## src/rtl/utf8d_pkg.sv

```systemverilog
// ----------------------------------------------------------------------------
// utf8d_pkg
// Shared types and constants of the UTF-8 byte stream decoder.
// ----------------------------------------------------------------------------
package utf8d_pkg;

    localparam int unsigned CP_W    = 21;
    localparam int unsigned Q_DEPTH = 3;

    localparam logic [CP_W-1:0] BAD_CP = CP_W'(8'h3F);  // '?'

    localparam logic [7:0] LEAD4 = 8'hF0;
    localparam logic [7:0] LEAD3 = 8'hE0;
    localparam logic [7:0] LEAD2 = 8'hC0;
    localparam logic [7:0] CONT  = 8'h80;

    typedef struct packed {
        logic [CP_W-1:0] cp;
        logic            run_last;
        logic            string_end;
    } t_res;

    // results of one byte, compacted: res0 first, res1 second
    typedef struct packed {
        logic [1:0] cnt;
        t_res       res0;
        t_res       res1;
    } t_dec;

endpackage

```

## src/rtl/utf8d_decode.sv

```systemverilog
// ----------------------------------------------------------------------------
// utf8d_decode
// Sequence state and per-byte decode; yields up to two results per byte.
// ----------------------------------------------------------------------------
module utf8d_decode (
    input  logic            i_clk,
    input  logic            i_rst_n,
    input  logic            i_fire,
    input  logic [7:0]      i_byte,
    input  logic            i_last,
    output utf8d_pkg::t_dec o_dec
);
    import utf8d_pkg::*;

    logic [1:0]      r_pend;
    logic [CP_W-1:0] r_part;
    logic [1:0]      n_pend;
    logic [CP_W-1:0] n_part;
    logic [CP_W-1:0] acc;
    logic [CP_W-1:0] mid_cp;
    logic            e_bad;
    logic            e_mid;
    logic            e_end;
    logic [1:0]      cnt;

    assign acc = {r_part[CP_W-7:0], i_byte[5:0]};

    always_comb begin
        n_pend = r_pend;
        n_part = r_part;
        e_bad  = 1'b0;
        e_mid  = 1'b0;
        e_end  = 1'b0;
        mid_cp = BAD_CP;
        if (r_pend != 2'd0 && i_byte[7:6] == 2'b10) begin
            n_pend = r_pend - 2'd1;
            if (n_pend == 2'd0) begin
                e_mid  = 1'b1;
                mid_cp = acc;
                n_part = '0;
            end else begin
                n_part = acc;
            end
        end else begin
            e_bad  = (r_pend != 2'd0);
            n_pend = 2'd0;
            n_part = '0;
            priority if (i_byte >= LEAD4) begin
                n_part = CP_W'(i_byte[2:0]);
                n_pend = 2'd3;
            end else if (i_byte >= LEAD3) begin
                n_part = CP_W'(i_byte[3:0]);
                n_pend = 2'd2;
            end else if (i_byte >= LEAD2) begin
                n_part = CP_W'(i_byte[4:0]);
                n_pend = 2'd1;
            end else if (i_byte >= CONT) begin
                e_mid  = 1'b1;
                mid_cp = BAD_CP;
            end else begin
                e_mid  = 1'b1;
                mid_cp = CP_W'(i_byte);
            end
        end
        if (i_last) begin
            e_end  = (n_pend != 2'd0);
            n_pend = 2'd0;
            n_part = '0;
        end
    end

    assign cnt = 2'(e_bad) + 2'(e_mid) + 2'(e_end);

    always_comb begin
        o_dec.cnt              = cnt;
        o_dec.res0.cp          = e_bad ? BAD_CP : (e_mid ? mid_cp : BAD_CP);
        o_dec.res0.run_last    = (cnt == 2'd1);
        o_dec.res0.string_end  = i_last && (cnt == 2'd1);
        o_dec.res1.cp          = (e_bad && e_mid) ? mid_cp : BAD_CP;
        o_dec.res1.run_last    = 1'b1;
        o_dec.res1.string_end  = i_last;
    end

    always_ff @(posedge i_clk) begin
        if (!i_rst_n) begin
            r_pend <= 2'd0;
            r_part <= '0;
        end else if (i_fire) begin
            r_pend <= n_pend;
            r_part <= n_part;
        end
    end

    a_max_two : assert property (@(posedge i_clk) disable iff (!i_rst_n)
        i_fire |-> cnt != 2'd3)
        else $error("more than two results for one byte");

    a_last_clears : assert property (@(posedge i_clk) disable iff (!i_rst_n)
        i_fire && i_last |=> r_pend == 2'd0 && r_part == '0)
        else $error("sequence state survives end of string");

endmodule

```

## src/rtl/utf8d_outq.sv

```systemverilog
// ----------------------------------------------------------------------------
// utf8d_outq
// Three-entry result queue; takes up to two results while holding at most one.
// ----------------------------------------------------------------------------
module utf8d_outq (
    input  logic            i_clk,
    input  logic            i_rst_n,
    input  logic            i_push,
    input  utf8d_pkg::t_dec i_dec,
    output logic            o_room,
    output logic            o_vld,
    input  logic            i_rdy,
    output utf8d_pkg::t_res o_res
);
    import utf8d_pkg::*;

    t_res       r_q [Q_DEPTH];
    t_res       n_q [Q_DEPTH];
    logic [1:0] r_cnt;
    logic [1:0] n_cnt;
    logic [1:0] c1;
    logic [1:0] pcnt;
    logic       pop;

    assign o_vld  = (r_cnt != 2'd0);
    assign o_room = (r_cnt <= 2'd1);
    assign o_res  = r_q[0];
    assign pop    = o_vld && i_rdy;
    assign c1     = r_cnt - 2'(pop);
    assign pcnt   = i_push ? i_dec.cnt : 2'd0;
    assign n_cnt  = c1 + pcnt;

    always_comb begin
        for (int i = 0; i < Q_DEPTH; i++) begin
            if (pop && i < Q_DEPTH - 1) begin
                n_q[i] = r_q[i+1];
            end else begin
                n_q[i] = r_q[i];
            end
            if (2'(i) == c1 && pcnt != 2'd0) begin
                n_q[i] = i_dec.res0;
            end else if (2'(i) == c1 + 2'd1 && pcnt == 2'd2) begin
                n_q[i] = i_dec.res1;
            end
        end
    end

    always_ff @(posedge i_clk) begin
        for (int i = 0; i < Q_DEPTH; i++) begin
            r_q[i] <= n_q[i];
        end
    end

    always_ff @(posedge i_clk) begin
        if (!i_rst_n) begin
            r_cnt <= 2'd0;
        end else begin
            r_cnt <= n_cnt;
        end
    end

    a_push_room : assert property (@(posedge i_clk) disable iff (!i_rst_n)
        i_push |-> o_room)
        else $error("push into full queue");

    a_cnt_track : assert property (@(posedge i_clk) disable iff (!i_rst_n)
        !i_push && !pop |=> $stable(r_cnt))
        else $error("queue count moved without push or pop");

endmodule

```

## src/rtl/utf8_byte_stream_decoder.sv

```systemverilog
// ----------------------------------------------------------------------------
// utf8_byte_stream_decoder
// Streaming UTF-8 decoder: one byte in, zero to two code points out.
// ----------------------------------------------------------------------------
//  channel  dir  handshake               payload
//  s        in   i_s_tvalid/o_s_tready   byte, tlast = last byte of string
//  m        out  o_m_tvalid/i_m_tready   code point, tlast = run_last,
//                                        tuser = string_end
//
//  One byte per cycle while the output queue has room; a byte giving two
//  results can hold the input. Bytes pass an input register, then the
//  three-entry output queue, which sets the rate: decode runs when it holds
//  at most one word. Synchronous active-low reset empties everything.
// ----------------------------------------------------------------------------
module utf8_byte_stream_decoder (
    input  logic        i_clk,
    input  logic        i_rst_n,
    input  logic        i_s_tvalid,
    output logic        o_s_tready,
    input  logic [7:0]  i_s_tdata,   // [7:0] byte_req
    input  logic        i_s_tlast,
    output logic        o_m_tvalid,
    input  logic        i_m_tready,
    output logic [23:0] o_m_tdata,   // [20:0] code_point, [23:21] zero
    output logic        o_m_tlast,
    output logic [0:0]  o_m_tuser    // [0] string_end
);
    import utf8d_pkg::*;

    logic       r_in_vld;
    logic [7:0] r_in_byte;
    logic       r_in_last;
    logic       room;
    logic       fire;
    t_dec       dec;
    t_res       res;

    assign fire       = r_in_vld && room;
    assign o_s_tready = !r_in_vld || fire;

    always_ff @(posedge i_clk) begin
        if (!i_rst_n) begin
            r_in_vld <= 1'b0;
        end else if (o_s_tready) begin
            r_in_vld <= i_s_tvalid;
        end
    end

    always_ff @(posedge i_clk) begin
        if (o_s_tready && i_s_tvalid) begin
            r_in_byte <= i_s_tdata;
            r_in_last <= i_s_tlast;
        end
    end

    utf8d_decode u_decode (
        .i_clk   (i_clk),
        .i_rst_n (i_rst_n),
        .i_fire  (fire),
        .i_byte  (r_in_byte),
        .i_last  (r_in_last),
        .o_dec   (dec)
    );

    utf8d_outq u_outq (
        .i_clk   (i_clk),
        .i_rst_n (i_rst_n),
        .i_push  (fire),
        .i_dec   (dec),
        .o_room  (room),
        .o_vld   (o_m_tvalid),
        .i_rdy   (i_m_tready),
        .o_res   (res)
    );

    assign o_m_tdata = {3'b000, res.cp};
    assign o_m_tlast = res.run_last;
    assign o_m_tuser = res.string_end;

    a_in_hold : assert property (@(posedge i_clk) disable iff (!i_rst_n)
        r_in_vld && !room |=> r_in_vld && $stable(r_in_byte) && $stable(r_in_last))
        else $error("held input byte lost");

endmodule
```

## config.mk

```make
export PLATFORM = sky130hd
export DESIGN_NAME = utf8_byte_stream_decoder
export DESIGN_NICKNAME = d
export VERILOG_FILES = /design/src/rtl/utf8d_pkg.sv /design/src/rtl/utf8d_decode.sv /design/src/rtl/utf8d_outq.sv /design/src/rtl/utf8_byte_stream_decoder.sv
export SDC_FILE = /design/constraint.sdc
export NUM_CORES = 1
export LEC_CHECK = 0
export BUFFER_PORTS_ARGS = -buffer_cell sky130_fd_sc_hd__buf_4
export CAP_MARGIN = 20
export CELL_PAD_IN_SITES_DETAIL_PLACEMENT = 1
export CELL_PAD_IN_SITES_GLOBAL_PLACEMENT = 1
export CORE_ASPECT_RATIO = 1.2
export CORE_MARGIN = 2
export CORE_UTILIZATION = 25
export DETAILED_ROUTE_END_ITERATION = 10
export PLACE_DENSITY = 0.6
export SETUP_SLACK_MARGIN = 0.2
export SLEW_MARGIN = 20
export SYNTH_ARGS = -nofsm -noshare
export SYNTH_HDL_FRONTEND = slang
export SYNTH_HIERARCHICAL = 1
export SYNTH_SLANG_ARGS = --single-unit
```

## constraint.sdc

```tcl
create_clock -name i_clk -period 4.9 [get_ports i_clk]
set_input_delay 0.245 -clock i_clk [delete_from_list [all_inputs] [get_ports i_clk]]
set_output_delay 0.245 -clock i_clk [all_outputs]
set_load 0.02 [all_outputs]
```

Yosys cells after proc, flatten, opt, wreduce, memory -nomap -nowiden
Memories as Yosys holds them, arrays and structs flattened.
Cells that the tools add are included.
{"block": "classes", "muxes": 36, "reduce_logical": 21, "add_sub_neg": 6, "eq_ne": 7, "order_cmp": 5}
{"operator": "$mux W23", "count": 8}
{"operator": "$mux W21", "count": 8}
{"operator": "$mux W15", "count": 4}
{"operator": "$ge A8 B8 Y1 const B", "count": 4}
{"operator": "$logic_and A1 B1 Y1", "count": 12}
{"operator": "$mux W2", "count": 5}
{"operator": "$mux W5", "count": 2}
{"operator": "$mux W1", "count": 8}
{"operator": "$mux W8", "count": 1}
{"operator": "$reduce_bool A2 Y1", "count": 4}
{"operator": "$logic_not A2 Y1", "count": 3}
{"operator": "$eq A1 B2 Y1 const A", "count": 2}
{"operator": "$eq A2 B2 Y1 const A", "count": 2}
{"operator": "$eq A2 B2 Y1 const B", "count": 2}
{"operator": "$add A1 B1 Y2", "count": 1}
{"operator": "$add A2 B1 Y2", "count": 1}
{"operator": "$add A2 B1 Y2 const B", "count": 1}
{"operator": "$add A2 B2 Y2", "count": 1}
{"operator": "$eq A2 B1 Y1 const B", "count": 1}
{"operator": "$le A2 B1 Y1 const B", "count": 1}
{"operator": "$sub A2 B1 Y2", "count": 1}
{"operator": "$sub A2 B1 Y2 const B", "count": 1}
{"operator": "$logic_not A1 Y1", "count": 1}
{"operator": "$logic_or A1 B1 Y1", "count": 1}
{"block": "word_totals", "mem_bits_rw": 69, "reg_bits": 29, "n_memories": 1, "in_bits": 13, "out_inout_bits": 28}
{"name": "u_outq.r_q", "words": 3, "width": 23, "rd": 3, "rd_clocked_by_memory_dff": 0, "write_ports": 3, "line_no": "utf8d_outq.sv:17", "source": "t_res r_q [Q_DEPTH];"}

Longest topological paths before layout
{"block": "logic_depth", "depth_word": 13, "ltp_mapped": 13, "depth_no_buf": 10}

Modules after synthesis
Netlist, hierarchy kept.
{"module": "utf8d_outq", "n_inst": 1, "area_each_um2": 3692.3, "cells_per_inst": 357}
{"module": "utf8d_decode", "n_inst": 1, "area_each_um2": 1147.4, "cells_per_inst": 138}
{"module": "utf8_byte_stream_decoder", "n_inst": 1, "area_each_um2": 361.6, "cells_per_inst": 19}

Worst setup path before layout
No wires, ideal clock.
{"block": "synth_path", "kind": "reg-to-reg", "startpoint": "register, netlist name u_decode/r_pend[0]", "endpoint": "memory u_outq/r_q[0][23] (netlist bit), enable pin", "t_arrival_ns": 3.144, "setup_slack_ns": 1.277, "path_stages_with_launch": 11, "path_cell_list": "dfxtp_1 -> inv_1 -> ha_1 -> or3_4 -> a31oi_1 -> fa_1 -> or2_2 -> nand4b_1 -> buf_2 -> buf_2 -> nand3_1"}
{"element": "to (decl)", "line_no": "utf8d_outq.sv:17"}

==> flow_summary.ini <==
[clocking]
post_cts_resized = 0
cts_setup_buffers = 0
cts_max_path_buffers = 2
clk_pin_slew_worst_paths_ns = 0.07
cts_tree = built
cts_max_level = 3
postCtsHoldBufs = 0
clk_latency_ns = 0.34
cts_made_buffers = 9
clockRootBuffer = clkbuf_16
cts.sinks = 98

[final_layout]
fin_area_um2 = 5750
finish.utilization_pct = 28.3
drive_gt1_share_pct = 19.1
syn_to_final_growth_pct = 10.6
antennaDiodeCount = 0
fin_cells = 782
fin_nets = 529

[synth]
avgSynthCellArea_um2 = 10.1
synth_seq_cells = 98
synthTopCellsByArea = edfxtp_1 (45%), dfxtp_1 (7.7%), nand2_1 (7.2%)
ys_types = 49
yosysSeqAreaShare_pct = 52.7
yosysTopAreaCell = edfxtp_1
syn-cell-area_um2 = 5200
dominantRegCellSynth = edfxtp_1
yosysWarnings = 6
netlist_instances = 514
synth_edf_count = 78
ys_async_sr_fraction_pct = 0
netlist.area_leader.share_pct = 45.0

[floorplanning]
pin_count = 41
start_util_pct = 25.6
fp.coreArea_um2 = 20300
rows = 57
dieArea_um2 = 22000
die_w_um = 136
fp.dieH_um = 162

[pwr]
pwr-share-comb_pct = 28.9
power_density_nw_per_um2 = 477
pwr-share-seq_pct = 45.0
vdd_drop_max_v = 0.000167
sw_frac_of_total_pct = 31.7
leakage_uw = 0.00211
p_int_uw = 1870
p_clk_share_pct = 26.0
p_switching_uw = 868

[timing]
rsz0062_at_grt = no
setup_viol = 0
fmax_mhz = 259
hold_slack_ns = 0.0745
final_max_slew_viol_count = 0
fin_skew_ns = 0.00681
period_minus_slack_ns = 3.85
hold_viol = 0
worst_pin_slew_ns = 1.07
setup_tns_ns = 0
min_period_over_period_pct = 78.7
max_slew_margin_pct = 28.9

[place]
dp_cells = 766
place_congestion = 0.751
dpl-instance-area_um2 = 5450
io_buffers = 37
dp_hpwl_um = 8580

[global_routing]
grt_max_degree = 35
grt_remaining_overflow = 0
grt_antenna_before_repair = 0
grt_pass1_vias = 3709
grt_pass1_wl_um = 20000
track_usage_pct = 11.7

[drt]
vias = 3578
avgRoutedWirePerCell_um = 15.8
viasPerCell = 4.58
routed_wl_um = 12400
drtAntennaViolNets = 0
drc_errors = 0
first_iter_violations = 182
dr.pass1.iters = 4

[worst_setup_path]
cp.buffers_inverters = 2
crit_chain = inv_1, ha_1, or3_4, a31oi_1, fa_1, nand3b_1, or3_1, nand3_1, buf_4
cp.required_ns = 4.91
crit_path_max_fanout = 24
cp.arrival_ns = 3.87
cpPeakStageDelay_ns = 0.73
critPathLaunchType = flop
cp_top_family = simple AND/OR/NAND/NOR gates
crit_path_end_kind = flop
slowest_stage = or3_1
critPathKind = reg -> reg

[run_status]
status = complete, no violations

[min_path]
min_path_type = in -> reg

[flow_run]
cap_violations = 0
## layout by cell type (no fill, tap or decap), types with 3 or more instances in the layout
master and n:
nand2_1 100, edfxtp_1 78, nor2_1 48, a31oi_1 48
buf_4 46, mux2_2 23, dfxtp_1 20, conb_1 18
and2_1 15, nor2b_1 12, nand3_1 12, a32oi_1 10
inv_1 9, clkbuf_16 9, or3_1 7, o21ai_0 7
or2_1 6, a21oi_1 3, and3b_1 3, ha_1 3
## kinds of logic (layout without fill, tap and decap cells)
group | Yosys count | after routing | synth area share (%)
flops | 98 | 98 | 52.7
simple gates | 222 | 222 | 20.2
other cells | 3 | 18 | 0.216
xor+xnor | 3 | 3 | 0.650
compound gates | 77 | 77 | 9.94
fa+ha+maj | 4 | 4 | 1.11
buf+inv | 84 | 72 | 10.2
mux | 23 | 23 | 4.98
## power by group through the flow
stage | clock, µW | sequential, µW | combinational [µW]
6_report | 714 | 1230 | 793
5_1_grt | 774 | 1250 | 871
4_1_cts | 741 | 1240 | 808
3_5_place_dp | 0 | 1260 | 805
3_3_place_gp | 0 | 1250 | 784
2_1_floorplan | 0 | 1230 | 650
## final timing paths
check / startpoint / end / slack [ns] / cells after the start
max: u_decode/r_pend[0] / u_outq/r_q[0][0] / 1.05 / 9
min reg2reg: u_decode/r_part[4] / u_decode/r_part[4] / 0.50 / 2
max reg2reg: u_decode/r_pend[0] / u_outq/r_q[0][0] / 1.05 / 9
min: i_s_tdata[5] / r_in_byte[5] / 0.07 / 1
## final cells by class
class | count | area, µm²
fill | 2313 | 14600
sequential | 98 | 2740
multi-input combinational | 347 | 1990
timing repair buffer | 47 | 357
tap | 265 | 332
clock buffer | 11 | 243
clock inverter | 5 | 55.1
inverter | 9 | 33.8
## flip-flops by register name, indices dropped and copies added, names as in the netlist
| name | count |
|---|---|
| r_in_byte | 8 |
| u_decode/r_pend | 2 |
| u_outq/r_cnt | 2 |
| u_outq/r_q | 69 |
| r_in_last | 1 |
| r_in_vld | 1 |
| u_decode/r_part | 15 |
## stage by stage
step                total power (µW)  setup WS [ns]
floorplan                       1880           1.28
global placement                2040           1.14
detailed placement              2060          0.993
CTS                             2790          0.988
global route                    2900          0.758
finish                          2740           1.05
## Yosys cell counts (2+ instances only)
library cell / count
nand2_1: 100
edfxtp_1: 78
nor2_1: 49
a31oi_1: 48
buf_4: 46
mux2_2: 23
dfxtp_1: 20
and2_1: 15
buf_2: 14
nor2b_1: 13
nand3_1: 12
a32oi_1: 10
clkbuf_1: 10
inv_1: 9
o21ai_0: 7
or3_1: 7
or2_1: 6
a21oi_1: 3
and3b_1: 3
buf_6: 3
conb_1: 3
ha_1: 3
a21oi_2: 2
and3_1: 2
clkbuf_2: 2
nand4b_1: 2
nor3_2: 2
## routing by layer
| layer | up-vias | GRT usage (%) | part of all wire (%) | wire length, µm |
|---|---|---|---|---|
| li1 | 1741 | - | - | - |
| met1 | 1779 | 14.4 | 45 | 5580 |
| met2 | 46 | 20.5 | 51 | 6300 |
| met3 | 12 | 1.69 | 2.4 | 300 |
| met4 | 0 | 4.36 | 1.5 | 182 |
| met5 | - | 0 | 0 | 0 |
## worst reg2reg max path, cell delays in order (launching register included)
cell	delay (ns)
dfxtp_1	0.38
inv_1	0.06
ha_1	0.37
or3_4	0.45
a31oi_1	0.25
fa_1	0.52
nand3b_1	0.24
or3_1	0.73
nand3_1	0.20
buf_4	0.33
No activity file was read; power rests on OpenSTA's default activity.
